**config.mk**
```make
export PLATFORM = sky130hd
export DESIGN_NAME = vorbis_comment_header_parser
export DESIGN_NICKNAME = d
export VERILOG_FILES = /design/src/hw/rtl/vchp_pkg.sv /design/src/hw/rtl/vchp_front.sv /design/src/hw/rtl/vchp_queue.sv /design/src/hw/rtl/vchp_back.sv /design/src/hw/rtl/vorbis_comment_header_parser.sv
export SDC_FILE = /design/constraint.sdc
export NUM_CORES = 1
export LEC_CHECK = 0
export BUFFER_PORTS_ARGS = -buffer_cell sky130_fd_sc_hd__buf_2
export CORE_ASPECT_RATIO = 0.6
export CORE_MARGIN = 4
export CORE_UTILIZATION = 28
export DETAILED_ROUTE_END_ITERATION = 8
export GPL_TIMING_DRIVEN = 0
export PLACE_DENSITY = 0.54
export REMOVE_ABC_BUFFERS = 1
export SLEW_MARGIN = 20
export SYNTH_ARGS = -nofsm -noshare
export SYNTH_HDL_FRONTEND = slang
export SYNTH_SLANG_ARGS = --single-unit
```
**constraint.sdc**
```tcl
create_clock -name clock -period 7.92 [get_ports clock]
set_input_delay 0.396 -clock clock [delete_from_list [all_inputs] [get_ports clock]]
set_output_delay 0.396 -clock clock [all_outputs]
set_load 0.005 [all_outputs]
```
**src/hw/rtl/vchp_pkg.sv**
```systemverilog
package vchp_pkg;

   localparam logic [1:0] KIND_BYTE  = 2'd0;
   localparam logic [1:0] KIND_EMPTY = 2'd1;
   localparam logic [1:0] KIND_OK    = 2'd2;
   localparam logic [1:0] KIND_FAIL  = 2'd3;

   localparam logic [2:0] CAUSE_NONE    = 3'd0;
   localparam logic [2:0] CAUSE_SHORT   = 3'd1;
   localparam logic [2:0] CAUSE_VENDOR  = 3'd2;
   localparam logic [2:0] CAUSE_COUNT   = 3'd3;
   localparam logic [2:0] CAUSE_COMMENT = 3'd4;

   localparam logic [31:0] MIN_BLOCK_BYTES = 32'd8;

   // One queue entry: the first result of a request, and whether a success
   // result follows it in the same request.
   typedef struct packed {
      logic [1:0] kind;
      logic [7:0] comment_byte;
      logic       end_of_comment;
      logic [2:0] fail_cause;
      logic       ok_after;
   } rsp_entry_type;

endpackage

```
**src/hw/rtl/vchp_front.sv**
```systemverilog
module vchp_front (
   input  logic                   clock,
   input  logic                   reset,
   input  logic                   accept,
   input  logic                   start_req,
   input  logic [7:0]             data_byte,
   input  logic [31:0]            buffer_length,
   output logic                   res_valid,
   output vchp_pkg::rsp_entry_type res_entry
);

   localparam logic [2:0] PH_IDLE  = 3'd0;
   localparam logic [2:0] PH_VLEN  = 3'd1;
   localparam logic [2:0] PH_VSKIP = 3'd2;
   localparam logic [2:0] PH_COUNT = 3'd3;
   localparam logic [2:0] PH_CLEN  = 3'd4;
   localparam logic [2:0] PH_BODY  = 3'd5;
   localparam logic [2:0] PH_DONE  = 3'd6;

   logic [2:0]  phase_ff, phase_in;
   logic [1:0]  idx_ff, idx_in;
   logic [31:0] shift_ff, shift_in;
   logic [31:0] expected_ff, expected_in;
   logic [31:0] limit_ff, limit_in;
   logic [31:0] comments_ff, comments_in;
   logic [31:0] field_ff, field_in;

   logic [2:0]  eff_phase;
   logic [1:0]  eff_idx;
   logic [31:0] eff_shift;
   logic [31:0] eff_expected;
   logic [31:0] eff_limit;
   logic        short_block;
   logic [31:0] word_next;
   logic        word_done;
   logic [33:0] amount;
   logic [34:0] sum;
   logic        over;

   // A start request restarts the parse and the same byte is then parsed.
   always_comb begin
      eff_phase    = phase_ff;
      eff_idx      = idx_ff;
      eff_shift    = shift_ff;
      eff_expected = expected_ff;
      eff_limit    = limit_ff;
      short_block  = 1'b0;
      if (start_req) begin
         eff_phase    = PH_VLEN;
         eff_idx      = 2'd0;
         eff_shift    = 32'd0;
         eff_expected = vchp_pkg::MIN_BLOCK_BYTES;
         eff_limit    = buffer_length;
         short_block  = (buffer_length < vchp_pkg::MIN_BLOCK_BYTES);
      end
   end

   assign word_next = {data_byte, eff_shift[31:8]};
   assign word_done = (eff_idx == 2'd3);
   assign amount    = (eff_phase == PH_COUNT) ? {word_next, 2'b00} : {2'b00, word_next};

   // The expected length never exceeds the 32-bit limit while parsing goes
   // on, so it is kept in 32 bits and the sum cannot overflow 35 bits.
   assign sum  = {3'b000, eff_expected} + {1'b0, amount};
   assign over = (sum > {3'b000, eff_limit});

   always_comb begin
      phase_in    = phase_ff;
      idx_in      = idx_ff;
      shift_in    = shift_ff;
      expected_in = expected_ff;
      limit_in    = limit_ff;
      comments_in = comments_ff;
      field_in    = field_ff;
      res_valid   = 1'b0;
      res_entry   = '0;
      if (accept) begin
         phase_in    = eff_phase;
         idx_in      = eff_idx;
         shift_in    = eff_shift;
         expected_in = eff_expected;
         limit_in    = eff_limit;
         if (start_req) begin
            comments_in = 32'd0;
            field_in    = 32'd0;
         end
         if (short_block) begin
            res_valid            = 1'b1;
            res_entry.kind       = vchp_pkg::KIND_FAIL;
            res_entry.fail_cause = vchp_pkg::CAUSE_SHORT;
            phase_in             = PH_DONE;
         end else begin
            unique case (eff_phase)
               PH_VLEN, PH_COUNT, PH_CLEN: begin
                  shift_in = word_next;
                  if (!word_done) begin
                     idx_in = eff_idx + 2'd1;
                  end else begin
                     idx_in      = 2'd0;
                     expected_in = sum[31:0];
                     if (over) begin
                        res_valid      = 1'b1;
                        res_entry.kind = vchp_pkg::KIND_FAIL;
                        phase_in       = PH_DONE;
                        priority if (eff_phase == PH_VLEN) begin
                           res_entry.fail_cause = vchp_pkg::CAUSE_VENDOR;
                        end else if (eff_phase == PH_COUNT) begin
                           res_entry.fail_cause = vchp_pkg::CAUSE_COUNT;
                        end else begin
                           res_entry.fail_cause = vchp_pkg::CAUSE_COMMENT;
                        end
                     end else if (eff_phase == PH_VLEN) begin
                        field_in = word_next;
                        phase_in = (word_next == 32'd0) ? PH_COUNT : PH_VSKIP;
                     end else if (eff_phase == PH_COUNT) begin
                        comments_in = word_next;
                        if (word_next == 32'd0) begin
                           res_valid      = 1'b1;
                           res_entry.kind = vchp_pkg::KIND_OK;
                           phase_in       = PH_DONE;
                        end else begin
                           phase_in = PH_CLEN;
                        end
                     end else if (word_next == 32'd0) begin
                        res_valid                = 1'b1;
                        res_entry.kind           = vchp_pkg::KIND_EMPTY;
                        res_entry.end_of_comment = 1'b1;
                        res_entry.ok_after       = (comments_ff == 32'd1);
                        comments_in              = comments_ff - 32'd1;
                        phase_in = (comments_ff == 32'd1) ? PH_DONE : PH_CLEN;
                     end else begin
                        field_in = word_next;
                        phase_in = PH_BODY;
                     end
                  end
               end
               PH_VSKIP: begin
                  field_in = field_ff - 32'd1;
                  if (field_ff == 32'd1) begin
                     phase_in = PH_COUNT;
                  end
               end
               PH_BODY: begin
                  field_in                 = field_ff - 32'd1;
                  res_valid                = 1'b1;
                  res_entry.kind           = vchp_pkg::KIND_BYTE;
                  res_entry.comment_byte   = data_byte;
                  res_entry.end_of_comment = (field_ff == 32'd1);
                  if (field_ff == 32'd1) begin
                     comments_in        = comments_ff - 32'd1;
                     res_entry.ok_after = (comments_ff == 32'd1);
                     phase_in = (comments_ff == 32'd1) ? PH_DONE : PH_CLEN;
                  end
               end
               default: begin
               end
            endcase
         end
      end
   end

   always_ff @(posedge clock) begin
      if (reset) begin
         phase_ff    <= PH_IDLE;
         idx_ff      <= 2'd0;
         shift_ff    <= 32'd0;
         expected_ff <= 32'd0;
         limit_ff    <= 32'd0;
         comments_ff <= 32'd0;
         field_ff    <= 32'd0;
      end else begin
         phase_ff    <= phase_in;
         idx_ff      <= idx_in;
         shift_ff    <= shift_in;
         expected_ff <= expected_in;
         limit_ff    <= limit_in;
         comments_ff <= comments_in;
         field_ff    <= field_in;
      end
   end

endmodule

```
**src/hw/rtl/vchp_queue.sv**
```systemverilog
module vchp_queue #(
   parameter int DEPTH = 4
) (
   input  logic                   clock,
   input  logic                   reset,
   input  logic                   push,
   input  vchp_pkg::rsp_entry_type push_entry,
   output logic                   full,
   input  logic                   pop,
   output logic                   empty,
   output vchp_pkg::rsp_entry_type head
);

   localparam int PTR_W = (DEPTH > 1) ? $clog2(DEPTH) : 1;
   localparam int CNT_W = $clog2(DEPTH + 1);
   localparam logic [PTR_W-1:0] LAST_PTR = PTR_W'(DEPTH - 1);
   localparam logic [CNT_W-1:0] FULL_CNT = CNT_W'(DEPTH);

   vchp_pkg::rsp_entry_type entries_ff [DEPTH];
   logic [PTR_W-1:0] wr_ff, wr_in;
   logic [PTR_W-1:0] rd_ff, rd_in;
   logic [CNT_W-1:0] count_ff, count_in;
   logic             do_push, do_pop;

   assign full    = (count_ff == FULL_CNT);
   assign empty   = (count_ff == '0);
   assign do_push = push && !full;
   assign do_pop  = pop && !empty;
   assign head    = entries_ff[rd_ff];

   always_comb begin
      wr_in    = wr_ff;
      rd_in    = rd_ff;
      count_in = count_ff;
      if (do_push) begin
         wr_in = (wr_ff == LAST_PTR) ? '0 : wr_ff + PTR_W'(1);
      end
      if (do_pop) begin
         rd_in = (rd_ff == LAST_PTR) ? '0 : rd_ff + PTR_W'(1);
      end
      if (do_push && !do_pop) begin
         count_in = count_ff + CNT_W'(1);
      end else if (do_pop && !do_push) begin
         count_in = count_ff - CNT_W'(1);
      end
   end

   always_ff @(posedge clock) begin
      if (do_push) begin
         entries_ff[wr_ff] <= push_entry;
      end
   end

   always_ff @(posedge clock) begin
      if (reset) begin
         wr_ff    <= '0;
         rd_ff    <= '0;
         count_ff <= '0;
      end else begin
         wr_ff    <= wr_in;
         rd_ff    <= rd_in;
         count_ff <= count_in;
      end
   end

endmodule

```
**src/hw/rtl/vchp_back.sv**
```systemverilog
module vchp_back (
   input  logic                   clock,
   input  logic                   reset,
   input  logic                   q_empty,
   input  vchp_pkg::rsp_entry_type q_head,
   output logic                   q_pop,
   output logic                   rsp_empty,
   input  logic                   rsp_pop,
   output logic [1:0]             rsp_kind,
   output logic [7:0]             rsp_comment_byte,
   output logic                   rsp_end_of_comment,
   output logic [2:0]             rsp_fail_cause
);

   // Set while the success result that trails the head entry is on show.
   logic second_ff, second_in;
   logic taken;

   assign rsp_empty = q_empty;
   assign taken     = rsp_pop && !q_empty;

   always_comb begin
      if (second_ff) begin
         rsp_kind           = vchp_pkg::KIND_OK;
         rsp_comment_byte   = 8'd0;
         rsp_end_of_comment = 1'b0;
         rsp_fail_cause     = vchp_pkg::CAUSE_NONE;
      end else begin
         rsp_kind           = q_head.kind;
         rsp_comment_byte   = q_head.comment_byte;
         rsp_end_of_comment = q_head.end_of_comment;
         rsp_fail_cause     = q_head.fail_cause;
      end
   end

   always_comb begin
      second_in = second_ff;
      q_pop     = 1'b0;
      if (taken) begin
         if (!second_ff && q_head.ok_after) begin
            second_in = 1'b1;
         end else begin
            second_in = 1'b0;
            q_pop     = 1'b1;
         end
      end
   end

   always_ff @(posedge clock) begin
      if (reset) begin
         second_ff <= 1'b0;
      end else begin
         second_ff <= second_in;
      end
   end

endmodule

```
**src/hw/rtl/vorbis_comment_header_parser.sv**
```systemverilog
// Channel   Handshake        Payload
// request   req_push/full    req_start_req, req_data_byte, req_buffer_length
// response  rsp_pop/empty    rsp_kind, rsp_comment_byte, rsp_end_of_comment,
//                            rsp_fail_cause
//
// One request byte is parsed per cycle while req_full is low; its results are
// written to a queue of QUEUE_DEPTH entries in the same cycle. A request
// yields up to two results, and one that yields two occupies the response
// side for two pops. Reset is synchronous and clears the parser, the queue
// and the response stage. req_full is high only while the queue is full, so
// requests stall only when responses have not been popped.
module vorbis_comment_header_parser #(
   parameter int QUEUE_DEPTH = 4
) (
   input  logic        clock,
   input  logic        reset,
   input  logic        req_push,
   output logic        req_full,
   input  logic        req_start_req,
   input  logic [7:0]  req_data_byte,
   input  logic [31:0] req_buffer_length,
   output logic        rsp_empty,
   input  logic        rsp_pop,
   output logic [1:0]  rsp_kind,
   output logic [7:0]  rsp_comment_byte,
   output logic        rsp_end_of_comment,
   output logic [2:0]  rsp_fail_cause
);

   logic                    accept;
   logic                    res_valid;
   vchp_pkg::rsp_entry_type res_entry;
   logic                    q_empty;
   logic                    q_pop;
   vchp_pkg::rsp_entry_type q_head;

   assign accept = req_push && !req_full;

   vchp_front u_front (
      .clock         (clock),
      .reset         (reset),
      .accept        (accept),
      .start_req     (req_start_req),
      .data_byte     (req_data_byte),
      .buffer_length (req_buffer_length),
      .res_valid     (res_valid),
      .res_entry     (res_entry)
   );

   vchp_queue #(
      .DEPTH (QUEUE_DEPTH)
   ) u_queue (
      .clock      (clock),
      .reset      (reset),
      .push       (res_valid),
      .push_entry (res_entry),
      .full       (req_full),
      .pop        (q_pop),
      .empty      (q_empty),
      .head       (q_head)
   );

   vchp_back u_back (
      .clock              (clock),
      .reset              (reset),
      .q_empty            (q_empty),
      .q_head             (q_head),
      .q_pop              (q_pop),
      .rsp_empty          (rsp_empty),
      .rsp_pop            (rsp_pop),
      .rsp_kind           (rsp_kind),
      .rsp_comment_byte   (rsp_comment_byte),
      .rsp_end_of_comment (rsp_end_of_comment),
      .rsp_fail_cause     (rsp_fail_cause)
   );

endmodule

```
== Word level (Yosys, flattened, before mapping) ==
Memory sizes are Yosys's and may differ from the RTL's. A register that Yosys moved wholly into a read port is not among the register bits.
Index checks and enable logic that the tools add are counted.
Cells by class
  reduce and logical (&&, ||, !) cells: 17
  order comparisons: 2
  $add $sub $neg: 8
  multiplexer cells: 94
  eq/ne operators: 11
Operator list (number)
  $mux W32: 23
  $pmux W32 S2: 2
  $eq A32 B1 Y1 const B: 2
  $sub A32 B1 Y32 const B: 2
  $mux W3: 17
  $mux W2: 18
  $add A32 B34 Y35: 1
  $gt A35 B32 Y1: 1
  $mux W34: 1
  $logic_not A32 Y1: 1
  $lt A32 B4 Y1 const B: 1
  $mux W1: 24
  $mux W8: 2
  $mux W15: 1
  $eq A3 B3 Y1 const B: 3
  $mux W9: 1
  $pmux W3 S3: 1
  $logic_and A1 B1 Y1: 7
  $add A2 B1 Y2 const B: 3
  $eq A2 B2 Y1 const B: 3
  $eq A3 B2 Y1 const B: 2
  $pmux W1 S2: 3
  $logic_not A1 Y1: 5
  $mux W5: 1
  other kinds (7): 7
Storage, ports and cells
  memories: 1
  bits in writable memories: 60
  flip-flop bits (word level): 173
  output and inout bits: 16
  input port bits: 45
Memories
  u_queue.entries_ff: depth 4, width 15, rd ports 1, clocked after Yosys merged registers in 1, wr ports 1, line vchp_queue.sv:19  | vchp_pkg::rsp_entry_type entries_ff [DEPTH];

== Logic depth before layout (Yosys ltp) ==
Gate-level depths: netlist of the first run.
  depth after elaboration: 15
  mapped depth: 33

== Hierarchy ==
Synthesis of the first run repeated with hierarchy kept, for this count alone.
Unflattened totals
  cells, all modules: 1844
  area, all modules: 15426.0 um^2
Modules (own cells, without submodules)
  vchp_front: cells an instance 1693, times used 1, area an instance 12590.8 um^2, sequential area each 3143.0 um^2
  vchp_queue: cells an instance 128, times used 1, area an instance 2663.8 um^2, sequential area each 1981.9 um^2
  vchp_back: cells an instance 22, times used 1, area an instance 157.7 um^2, sequential area each 20.0 um^2
  vorbis_comment_header_parser: cells an instance 1, times used 1, area an instance 13.8 um^2, sequential area each 0.0 um^2

== Worst setup path after synthesis of the first run ==
OpenSTA, ideal clock, no wires.
  path type: input to register
  from: input req_start_req
  to: register u_queue.count_ff[2]
  path buffers: 6
  cell stages on the path: 32
  setup slack: 0.962 ns
  arrival time: 6.887 ns
  cell sequence: buf_2 -> clkbuf_1 -> buf_1 -> clkbuf_1 -> clkbuf_1 -> nor2b_1 -> ha_1 -> fa_1 -> a211oi_1 -> nor3_2 -> o21ai_0 -> nand2b_1 -> a21oi_1 -> or2_2 -> nand2_1 -> xor2_1 -> ha_1 -> nand4_1 -> nor4_1 -> o21a_1 -> o41ai_1 -> a31oi_1 -> nor4_4 -> a31oi_1 -> o31a_1 -> clkbuf_1 -> ha_1 -> inv_1 -> fa_1 -> xor2_1 -> or3_1 -> a21oi_1
On the way
  longest elaborated chain between the ends: 14
Ends and longest elaborated chain
  start, declared: line vorbis_comment_header_parser.sv:19  | input logic req_start_req,
  $mux W3: line vchp_front.sv:48  | if (start_req) begin
  $eq A3 B2 Y1: line vchp_front.sv:60, vchp_front.sv:93, vchp_front.sv:115
  $mux W34: line vchp_front.sv:60  | assign amount = (eff_phase == PH_COUNT) ? {word_next, 2'b00} : {2'b00, word_next};
  $add A32 B34 Y35: line vchp_front.sv:64  | assign sum = {3'b000, eff_expected} + {1'b0, amount};
  $gt A35 B32 Y1: line vchp_front.sv:65  | assign over = (sum > {3'b000, eff_limit});
  $mux W1: line vchp_front.sv:101  | if (over) begin
  $mux W1: line vchp_front.sv:96  | if (!word_done) begin
  $pmux W1 S2: line vchp_front.sv:93  | unique case (eff_phase)
  $mux W1 (*): line vchp_front.sv:87  | if (short_block) begin
  $mux W1 (*): line vchp_front.sv:77  | if (accept) begin
  $logic_and A1 B1 Y1 (*): line vchp_queue.sv:27  | assign do_push = push && !full;
  net u_queue.do_push: line vchp_queue.sv:23  | logic do_push, do_pop;
  $logic_not A1 Y1: line vchp_queue.sv:43  | end else if (do_pop && !do_push) begin
  $logic_and A1 B1 Y1: line vchp_queue.sv:43
  $reduce_bool A2 Y1 (no source line)
  end signal, assigned: line vchp_queue.sv:62  | count_ff <= count_in;
  end, declared: line vchp_queue.sv:22  | logic [CNT_W-1:0] count_ff, count_in;
Mark *: on every way through the listed nets, which the timed path passes. The rest lies on a longest branch.
A chain may end at the register's enable or synchronous reset.

== Worst setup path in the final report of the first run ==
  from: register u_front.phase_ff[1]
  to: register u_front.comments_ff[25]
On the way
  longest elaborated chain between the ends: 9
Ends and longest elaborated chain
  start, declared: line vchp_front.sv:20  | logic [2:0] phase_ff, phase_in;
  start signal, assigned: line vchp_front.sv:172  | phase_ff <= phase_in;
  $mux W3 (*): line vchp_front.sv:48
  $eq A3 B2 Y1: line vchp_front.sv:60, vchp_front.sv:93, vchp_front.sv:115
  $mux W34: line vchp_front.sv:60
  $add A32 B34 Y35: line vchp_front.sv:64
  $gt A35 B32 Y1: line vchp_front.sv:65
  $mux W32: line vchp_front.sv:101
  $mux W32: line vchp_front.sv:96
  $pmux W32 S2 (*): line vchp_front.sv:93
  $mux W32 (*): line vchp_front.sv:87
  end signal, assigned: line vchp_front.sv:177  | comments_ff <= comments_in;
  end, declared: line vchp_front.sv:25  | logic [31:0] comments_ff, comments_in;
Mark *: on every way between the ends. The rest lies on a longest branch, timed or not.

==> summary.txt, run 1 <==
STA
  – Final setup violation count: 0
  – Final setup margin: between 200 and 250 ps
  – Final period util: between 90% and 100%
  – Slew Viols, Final: 0
  – Final hold viol count: 0
  – Final min period: between 7000 and 8000 ps
  – RSZ-0062 raised after global routing: no
  – Worst-Margin Slew: about 1200 ps
  – Worst Skew: 9.98 ps
  – Max Clock Freq: 0.130 GHz
  – Hold_ws: about 170 ps
  – Worst rel slew slack: a little over a fifth

Synthesis
  – Synth top area cells: dfxtp_1, edfxtp_1, ha_1
  – Mapped Cells: ~1,900
  – Share of the synthesized area in the top cell type: 20.9%
  – Sequential area share after synthesis: 32.1%
  – Largest area contributor in the netlist: dfxtp_1
  – Top FF cell, synth: dfxtp_1
  – Distinct cell type count after synthesis: a little under 100
  – Avg Inst Size Synth: approximately 8.3 um2
  – Mapped cell area: roughly 0.016 mm2
  – Asr flop ratio synth: 0%
  – Yosys Warn Count: 0
  – Number of synthesized flops with an enable pin: 60
  – Flop and latch count out of synthesis: 227

Hold path
  – Min-delay worst type: primary input to flop
  – Min-Delay Path Depth: 4

Placed design
  – Number of port buffers: 60
  – Pre-CTS worst setup slack: -598 ps
  – RD Place Congestion: a little under 0.9
  – Post-DP HPWL: between 40,000 and 50,000 um

Worst setup path
  – CP required: 8370 ps
  – Crit path cell chain: inv_1 -> nor2_1 -> nand2_8 -> and3_1 -> ha_1 -> fa_1 -> a211oi_1 -> nor3_2 -> o211ai_1 -> o211ai_1 -> a21o_1 -> a21oi_1 -> o21ai_0 -> xor2_1 -> ha_1 -> nand4_1 -> nor2_1 -> nand4_1 -> a32o_2 -> nor4_4 -> and3_1 -> nand2_4 -> a311oi_1 -> nor4_1
  – Worst-path fanout max: just under 60
  – Worst r2r path cells: 24
  – Critical Path AT: ~8000 ps
  – Startpoint types: flop
  – Crit Path Category: flop to flop
  – Crit-path max cell delay: about 640 ps
  – Slowest-stage cell, CP: and3_1
  – Worst setup EP type: flop

Global route
  – GRT Total Usage: 18.2%
  – Grt ovf: 0
  – First-pass GRT wire length: approximately 88,000 um
  – Initial antenna violation count: 3
  – Largest net degree at the start of global routing: slightly above 90
  – Vias in the first global route: between 10,000 and 15,000

Clocking
  – Clk sinks: between 200 and 250
  – CTS Buf Count: 25
  – Htree depth: 1
  – Root buffer cell: clkbuf_16
  – CTS tree: done
  – Clock-pin slew on the worst setup and hold paths: roughly 70 ps
  – Clock Tree Buf Depth: 3
  – Clock Latency Late Sink: between 500 and 600 ps
  – CTS Hold Buffers Added: 0

Layout
  – # nets final: around 2,000
  – Fillers: 5,825
  – Ratio of cells with drive above 1 in the final layout: a little under an eighth
  – Area Growth Syn to Fin: 11.9%
  – Ant. Diodes: 0

Flow run
  – # Max-Cap Violations: 0

Power and ir drop
  – Combinational fraction of design power: 19.4%
  – Reg power frac: between 30% and 40%
  – Maximum VDD drop: a little under 0.2 mV
  – Power per cell area: approximately 180 mW/mm2
  – Int Power: approximately 2.2 mW
  – NetSw: roughly 1 mW
  – Leak: between 6 and 7 nW
  – Switching Share: 31.3%
  – Clock power share: between 40% and 50%

Drt
  – DR pass1 iterations: 6
  – Via density: ~6
  – Residual DRC: 0
  – Avg WL per Cell: approximately 22 um
  – Total wire length: 58,100 um
  – Total vias in the final route: about 16,000
  – Routed Antenna Nets: 0
  – DR iter-0 viols: ~1,900

Floorplan
  – Core Area: 0.0563 mm2
  – I/O pin count: 61
  – Die X-Extent: 317 um
  – # rows: between 60 and 70
  – Initial core utilization: between 20% and 30%
  – Die Ht: 193 um
  – Full die area: about 0.06 mm2

Run status
  – Status: finished, final reports clean
-- placed cells by master (no fill, tap or decap), types with 8 or more instances in the layout --
cell type  Yosys  routed
ha_1          75      75
a311oi_1       9       8
nor2_1       188     182
dfxtp_1      167     166
nand4_1       20      20
a22oi_1       44      44
o21a_1        10      10
o31ai_1       10       9
o21ai_0      149     148
and3_1        17      17
nand3_1       26      26
edfxtp_1      60      60
xnor2_1       41      41
o221ai_1      13      13
inv_1         33      33
or2_2         10      10
nor2b_1       56      55
mux2i_1       54      54
or3_1         14      14
a221o_1       17      17
and2_1        32      31
clkbuf_16      0      25
a21o_1        24      24
o21ai_1        9       8
a31oi_1       39      39
a221oi_1      28      28
or4_1         11      11
nor3_1        38      37
nor4_1        36      35
o211ai_1      20      20
nand2_1      182     179
o221ai_2       8       8
a211oi_1      53      53
xor2_1        21      21
buf_2         16      58
a21oi_1      126     123
mux4_2        15      15
-- cells by family (layout without fill, tap and decap cells) --
group / after synthesis / count (layout) / share of synthesized area [%]
compound gates: 627 / 627 / 26.3
xor+xnor: 62 / 62 / 3.39
fa+ha+maj: 77 / 77 / 6.10
buf+inv: 183 / 156 / 5.26
flops: 227 / 227 / 32.1
mux: 73 / 73 / 5.76
simple gates: 681 / 681 / 21.1
-- metal layers --
| layer | vias to the layer above | routed length, um | global-route usage, % |
|---|---|---|---|
| li1 | 7166 | - | - |
| met1 | 7573 | 28100 | 28.7 |
| met2 | 771 | 22900 | 24.6 |
| met3 | 87 | 6030 | 4.19 |
| met4 | 4 | 1050 | 3.78 |
| met5 | - | 14 | 0 |
-- cell usage after synthesis (all sizes together) (17+ instances only) --
cell    number
nor2b       56
dfxtp      167
a31oi       39
a221o       17
nor2       189
nand4       20
nor4        39
xor2        21
inv         33
a21o        24
clkbuf     107
a211oi      60
ha          75
a221oi      28
edfxtp      60
a21oi      128
o21ai      159
and2        35
o221ai      21
o211ai      20
nand3       26
nor3        41
nand2      184
a22oi       44
xnor2       41
mux2i       54
and3        19
buf         38
-- worst max-delay path: cells and delay by family (launching register included) --
kind | cells | cell delay [ps]
AO/OA/AOI/OAI | 8 | 2230
XOR/XNOR | 1 | 200
adder cells (fa/ha/maj) | 3 | 970
buffers and inverters | 1 | 170
flip-flops | 1 | 420
AND/OR/NAND/NOR | 11 | 3510
-- state kept, by name, summed over array words and instances, names as in the netlist, named ones only --
signal               flops
u_front.comments_ff     32
u_front.phase_ff         3
u_queue.entries_ff      60
u_front.shift_ff        24
u_front.idx_ff           2
u_front.limit_ff        32
u_queue.wr_ff            2
u_queue.rd_ff            2
u_front.field_ff        32
u_queue.count_ff         3
u_front.expected_ff     32
u_back.second_ff         1
-- power by group through the flow --
stage,clock network [mW],logic [mW],registers [mW]
2_1_floorplan,0,0.385,1.27
3_3_place_gp,0,0.570,1.28
3_5_place_dp,0,0.604,1.28
4_1_cts,1.36,0.608,1.26
5_1_grt,1.41,0.677,1.26
6_report,1.34,0.624,1.26
-- final cells by class --
class | count | area, um2 | area share [%]
Inverter | 34 | 130 | 0.725
Sequential cell | 227 | 5150 | 28.7
Tap cell | 759 | 950 | 5.29
Clock buffer | 33 | 699 | 3.90
Clock inverter | 13 | 214 | 1.19
Multi-Input combinational cell | 1520 | 10200 | 56.8
Timing Repair Buffer | 76 | 604 | 3.37
-- what timing repair did --
action | CTS | global route
buffers inserted | 0 | 0
resized for setup | 0 | 11
setup endpoints to repair | 0 | 120
-- path summary, 6_finish.rpt --
path / end / startpoint / slack, ps
worst max-delay path: u_front.comments_ff[25] / u_front.phase_ff[1] / 240
worst min-delay path: u_back.second_ff / rsp_pop / 170
worst max register to register: u_front.comments_ff[25] / u_front.phase_ff[1] / 240
worst min register to register: u_front.expected_ff[2] / u_front.expected_ff[2] / 460
-- metrics by stage --
step | instance area [um2] | cells | TNS (ps) | total power, mW | utilization (%)
detailed placement | 17000 | 2616 | -35710 | 1.89 | 30.2
CTS | 17900 | 2662 | 0 | 3.23 | 31.8
finish | 17900 | 2662 | 0 | 3.22 | 31.9
global route | 17900 | 2662 | 0 | 3.35 | 31.9
floorplan | 15300 | 1781 | 0 | 1.65 | -
global placement | 16600 | 2600 | -704880 | 1.85 | 29.5
Power figures use the tool's default switching activity.
==> run 2: changes to the inputs <==
--- a/config.mk
+++ b/config.mk
@@ -9,6 +9,7 @@
 export CORE_ASPECT_RATIO = 0.6
 export CORE_MARGIN = 4
 export CORE_UTILIZATION = 28
+export CTS_BUF_LIST = sky130_fd_sc_hd__clkbuf_4 sky130_fd_sc_hd__clkbuf_8
 export DETAILED_ROUTE_END_ITERATION = 8
 export GPL_TIMING_DRIVEN = 0
 export PLACE_DENSITY = 0.54
==> summary.txt, run 2 (synthesized netlist as in run 1, its figures left out) <==
STA
  – Slew Viols, Final: 0
  – Final hold viol count: 0
  – Final setup margin: 319 ps
  – Final period util: a little over nine tenths
  – Worst Skew: between 30 and 40 ps
  – Final setup violation count: 0
  – Final min period: 7600 ps
  – Max Clock Freq: 0.132 GHz
  – Worst rel slew slack: ~22%
  – Hold_ws: approximately 170 ps
  – Worst-Margin Slew: roughly 1200 ps
  – Fin Setup TNS: 0 ps

Global route
  – Vias in the first global route: 14,600
  – First-pass GRT wire length: 89,000 um
  – Met3 usage: under 10%
  – Met1 usage in global routing: around 29%
  – GRT Total Usage: between 15 and 20%
  – GR Util met2: about a quarter
  – Initial antenna violation count: 2
  – Most Crowded Layer GR: met1
  – Grt ovf: 0
  – Largest net degree at the start of global routing: roughly 90

Clocking
  – CTS Buf Count: between 40 and 50
  – Clock Tree Buf Depth: 3
  – Clock Latency Late Sink: between 600 and 700 ps
  – Root buffer cell: clkbuf_8
  – Clk sinks: 227
  – CTS tree: done
  – Clock-pin slew on the worst setup and hold paths: around 70 ps
  – Htree depth: 2

Layout
  – # nets final: 2,023
  – Fillers: 5,843
  – Ratio of cells with drive above 1 in the final layout: about 13%
  – Most frequent cells in the layout: nor2_1, nand2_1, dfxtp_1
  – Ant. Diodes: 0
  – Most common cell after layout, fill and taps aside: nor2_1
  – Biggest register: u_queue.entries_ff
  – Layout Cells excl Fill: between 2,000 and 3,000
  – Max FFs per register: 60
  – Final instance area: ~0.018 mm2
  – Core Util, Final: between 30% and 40%
  – Area Growth Syn to Fin: 11.5%

Placed design
  – Placed cell area: around 0.017 mm2
  – Pre-CTS worst setup slack: -598 ps
  – Number of port buffers: 60
  – RD Place Congestion: about 0.87
  – Post-DP HPWL: 40,200 um
  – Dpl cells: between 2,000 and 3,000

Worst setup path
  – Worst-path fanout max: between 50 and 60
  – Critical Path AT: approximately 8100 ps
  – CP required: 8410 ps
  – Startpoint types: flop
  – Worst setup EP type: flop
  – Crit Path Category: flop to flop

Run status
  – Status: finished, final reports clean

Flow run
  – # Max-Cap Violations: 0

Floorplan
  – # rows: 67
  – Initial core utilization: 28.5%
  – Die Ht: a little under 200 um
  – Die X-Extent: 317 um
  – Core Area: around 0.056 mm2
  – I/O pin count: 61
  – Full die area: roughly 0.06 mm2

Drt
  – Total wire length: about 58,000 um
  – DR pass1 iterations: 6
  – Via density: between 5 and 6
  – DR iter-0 viols: between 1,500 and 2,000
  – Avg WL per Cell: about 22 um
  – Total vias in the final route: approximately 16,000
  – Routed Antenna Nets: 0
  – Residual DRC: 0

Power and ir drop
  – Total Power: between 3 and 4 mW
  – Leak: 6.44 nW
  – Power per cell area: about 170 mW/mm2
  – Maximum VDD drop: about 0.097 mV

Hold path
  – Min-delay worst type: primary input to flop
## run 2: worst paths after layout
path	from	end	slack (ps)	cells past startpoint
min	rsp_pop	u_back.second_ff	170	4
max reg2reg	u_front.phase_ff[1]	u_front.comments_ff[6]	320	24
min reg2reg	u_front.expected_ff[29]	u_front.expected_ff[29]	460	1
max	u_front.phase_ff[1]	u_front.comments_ff[6]	320	24
## run 2: where the power goes
part / internal (mW) / switching [mW]
clock: 0.613 / 0.572
sequential: 1.22 / 0.0453
combinational: 0.209 / 0.414
total: 2.04 / 1.03
## run 2: final cells by class
| type | instances | area, um2 | area share [%] |
|---|---|---|---|
| multi-input combinational | 1520 | 10200 | 57.0 |
| sequential | 227 | 5150 | 28.8 |
| tap | 759 | 950 | 5.31 |
| clock buffer | 57 | 741 | 4.14 |
| timing repair buffer | 76 | 604 | 3.38 |
| inverter | 34 | 130 | 0.728 |
| clock inverter | 19 | 109 | 0.609 |
## run 2: repair_timing
| action | 4_1_cts | 5_1_grt |
|---|---|---|
| setup buffers | 0 | 0 |
| gates resized for setup | 0 | 11 |
| endpoints found under the setup margin | 0 | 113 |
| hold buffers | 0 | 0 |
## run 2: worst max-delay path: stages (launching register included)
cell      delay (ps)
dfxtp_1          420
inv_1            160
nor2_1           370
nand2_8          310
and3_1           350
ha_1             220
fa_1             430
a211oi_1         330
nor3_2           150
o211ai_1         240
o211ai_1         230
a21o_1           240
a21oi_1          290
o21ai_0          160
xor2_1           200
ha_1             320
nand4_1           90
nor2_1           330
nand4_1          220
a32o_2           300
nor4_4           500
and3_1           640
and2_4           470
o221ai_1         200
a211oi_1         300
## run 2: per-layer routing
layer	vias to the layer above	routed length (um)
met5	-	7
met4	2	987
met3	77	5810
met2	755	23000
met1	7550	28400
li1	7200	-
==> run 3: changes to the inputs <==
==> constraint.sdc (replaced) <==
create_clock -name clock -period 8.8 [get_ports clock]
set_input_delay 0.44 -clock clock [delete_from_list [all_inputs] [get_ports clock]]
set_output_delay 0.44 -clock clock [all_outputs]
set_load 0.005 [all_outputs]
==> summary.txt, run 3 (synthesized netlist as in run 1, its figures left out) <==
Run status
  – Status: finished, final reports clean

Clocking
  – CTS Buf Count: between 40 and 50
  – Root buffer cell: clkbuf_8
  – Clock Tree Buf Depth: 3
  – # Post-CTS Setup Buffers: 0
  – CTS Hold Buffers Added: 0
  – Post-CTS Resized: 0
  – CTS tree: done
  – Clock-pin slew on the worst setup and hold paths: approximately 70 ps
  – Htree depth: 2
  – Clk sinks: 227
  – Clock Latency Late Sink: 610 ps

Layout
  – Area Growth Syn to Fin: 11.2%
  – Ratio of cells with drive above 1 in the final layout: ~12%
  – Ant. Diodes: 0
  – Core Util, Final: 31.7%
  – Fillers: roughly 5,800
  – Biggest register: u_queue.entries_ff
  – Most frequent cells in the layout: nor2_1, nand2_1, dfxtp_1
  – # nets final: 2,023
  – Max FFs per register: 60
  – Most common cell after layout, fill and taps aside: nor2_1

Floorplan
  – Die X-Extent: around 320 um
  – Core Area: 0.0563 mm2
  – Full die area: between 0.06 and 0.07 mm2
  – Initial core utilization: 28.5%
  – # rows: between 60 and 70
  – I/O pin count: just over 60
  – Die Ht: about 190 um

Drt
  – DR pass1 iterations: 7
  – Total wire length: a little under 60,000 um
  – Routed Antenna Nets: 0
  – Residual DRC: 0
  – Avg WL per Cell: between 20 and 25 um
  – Total vias in the final route: 15,600
  – Via density: 5.80
  – DR iter-0 viols: 1,820

STA
  – Hold_ws: between 200 and 250 ps
  – Worst rel slew slack: 23.7%
  – Worst Skew: about 28 ps
  – Final setup margin: 551 ps
  – Final period util: a little over nine tenths
  – RSZ-0062 raised after global routing: no
  – Final hold viol count: 0
  – Max Clock Freq: around 0.12 GHz
  – Final min period: between 8000 and 9000 ps
  – Worst-Margin Slew: roughly 1100 ps
  – Final setup violation count: 0
  – Slew Viols, Final: 0

Global route
  – Initial antenna violation count: 2
  – Largest net degree at the start of global routing: between 90 and 100
  – Grt ovf: 0
  – Vias in the first global route: 14,600
  – First-pass GRT wire length: about 89,000 um
  – GRT Total Usage: 18.3%

Placed design
  – Pre-CTS worst setup slack: approximately 240 ps
  – Number of port buffers: 60
  – RD Place Congestion: between 0.8 and 0.9
  – Post-DP HPWL: between 40,000 and 50,000 um

Worst setup path
  – CP required: 9270 ps
  – Crit-path max cell delay: a little over 800 ps
  – Startpoint types: primary input
  – Worst-path fanout max: 62
  – Critical Path AT: roughly 8700 ps
  – Crit path cell chain: buf_6 -> buf_16 -> clkinv_2 -> nand2_1 -> o21ai_0 -> ha_1 -> and2_1 -> nand3_1 -> a21o_1 -> a31oi_1 -> nor2_1 -> o31ai_1 -> nand4b_1 -> a311oi_1 -> xor2_1 -> ha_1 -> and4_1 -> nand4_1 -> a32o_2 -> nor4_4 -> and3_1 -> nand2_2 -> a311oi_1 -> nor4_1
  – Slowest-stage cell, CP: a311oi_1
  – Crit Path Category: primary input to flop
  – Worst setup EP type: flop

Hold path
  – Min-delay worst type: primary input to flop

Power and ir drop
  – NetSw: 0.929 mW
  – Leak: roughly 6.4 nW
  – Clock power share: ~39%
  – Int Power: 1.83 mW
  – Reg power frac: about two fifths
  – Switching Share: between 30 and 40%
  – Maximum VDD drop: around 0.087 mV
  – Combinational fraction of design power: 20.3%
  – Power per cell area: about 150 mW/mm2

Flow run
  – # Max-Cap Violations: 0
## run 3: layer usage
metal	up-vias	wire (um)	global-route usage, %
met5	-	7	0
met3	80	6080	4.33
met1	7575	28200	28.9
met4	2	960	4.10
li1	7198	-	-
met2	770	22900	24.6
## run 3: worst paths after layout
check | startpoint | end | slack (ps) | cells after the start
hold reg to reg | u_front.expected_ff[2] | u_front.expected_ff[2] | 460 | 2
setup reg to reg | u_front.phase_ff[1] | u_front.comments_ff[25] | 670 | 23
setup / recovery | req_start_req | u_front.comments_ff[25] | 550 | 24
hold / removal | rsp_pop | u_back.second_ff | 210 | 4
## run 3: worst max-delay path: cells and delay by family
family | cells | cell delay, ps
buf+inv | 3 | 1370
fa+ha+maj | 2 | 760
compound gates | 7 | 2800
xor+xnor | 1 | 150
simple gates | 11 | 3030
## run 3: power groups by stage
stage / clock [mW] / combinational (mW) / sequential, mW
floorplan: 0 / 0.346 / 1.14
global placement: 0 / 0.513 / 1.15
detailed placement: 0 / 0.544 / 1.15
CTS: 1.09 / 0.547 / 1.13
global route: 1.14 / 0.607 / 1.14
finish: 1.07 / 0.560 / 1.13
## run 3: area by class of cell
cell class,count,area [um2],share of cell area [%]
clock buffer,57,741,4.15
clock inverter,19,109,0.611
inverter,34,129,0.723
multi-input combinational,1520,10200,56.9
sequential,227,5150,28.9
tap,759,950,5.33
timing repair buffer,76,604,3.39
## run 3: stage by stage
stage          TNS, ps  cell area, um2  total power, mW  instances
2_1_floorplan        0           15300             1.49       1781
3_3_place_gp   -521950           16600             1.67       2600
3_5_place_dp         0           17000             1.70       2616
4_1_cts              0           17800             2.77       2692
5_1_grt              0           17800             2.89       2692
6_report             0           17800             2.76       2692
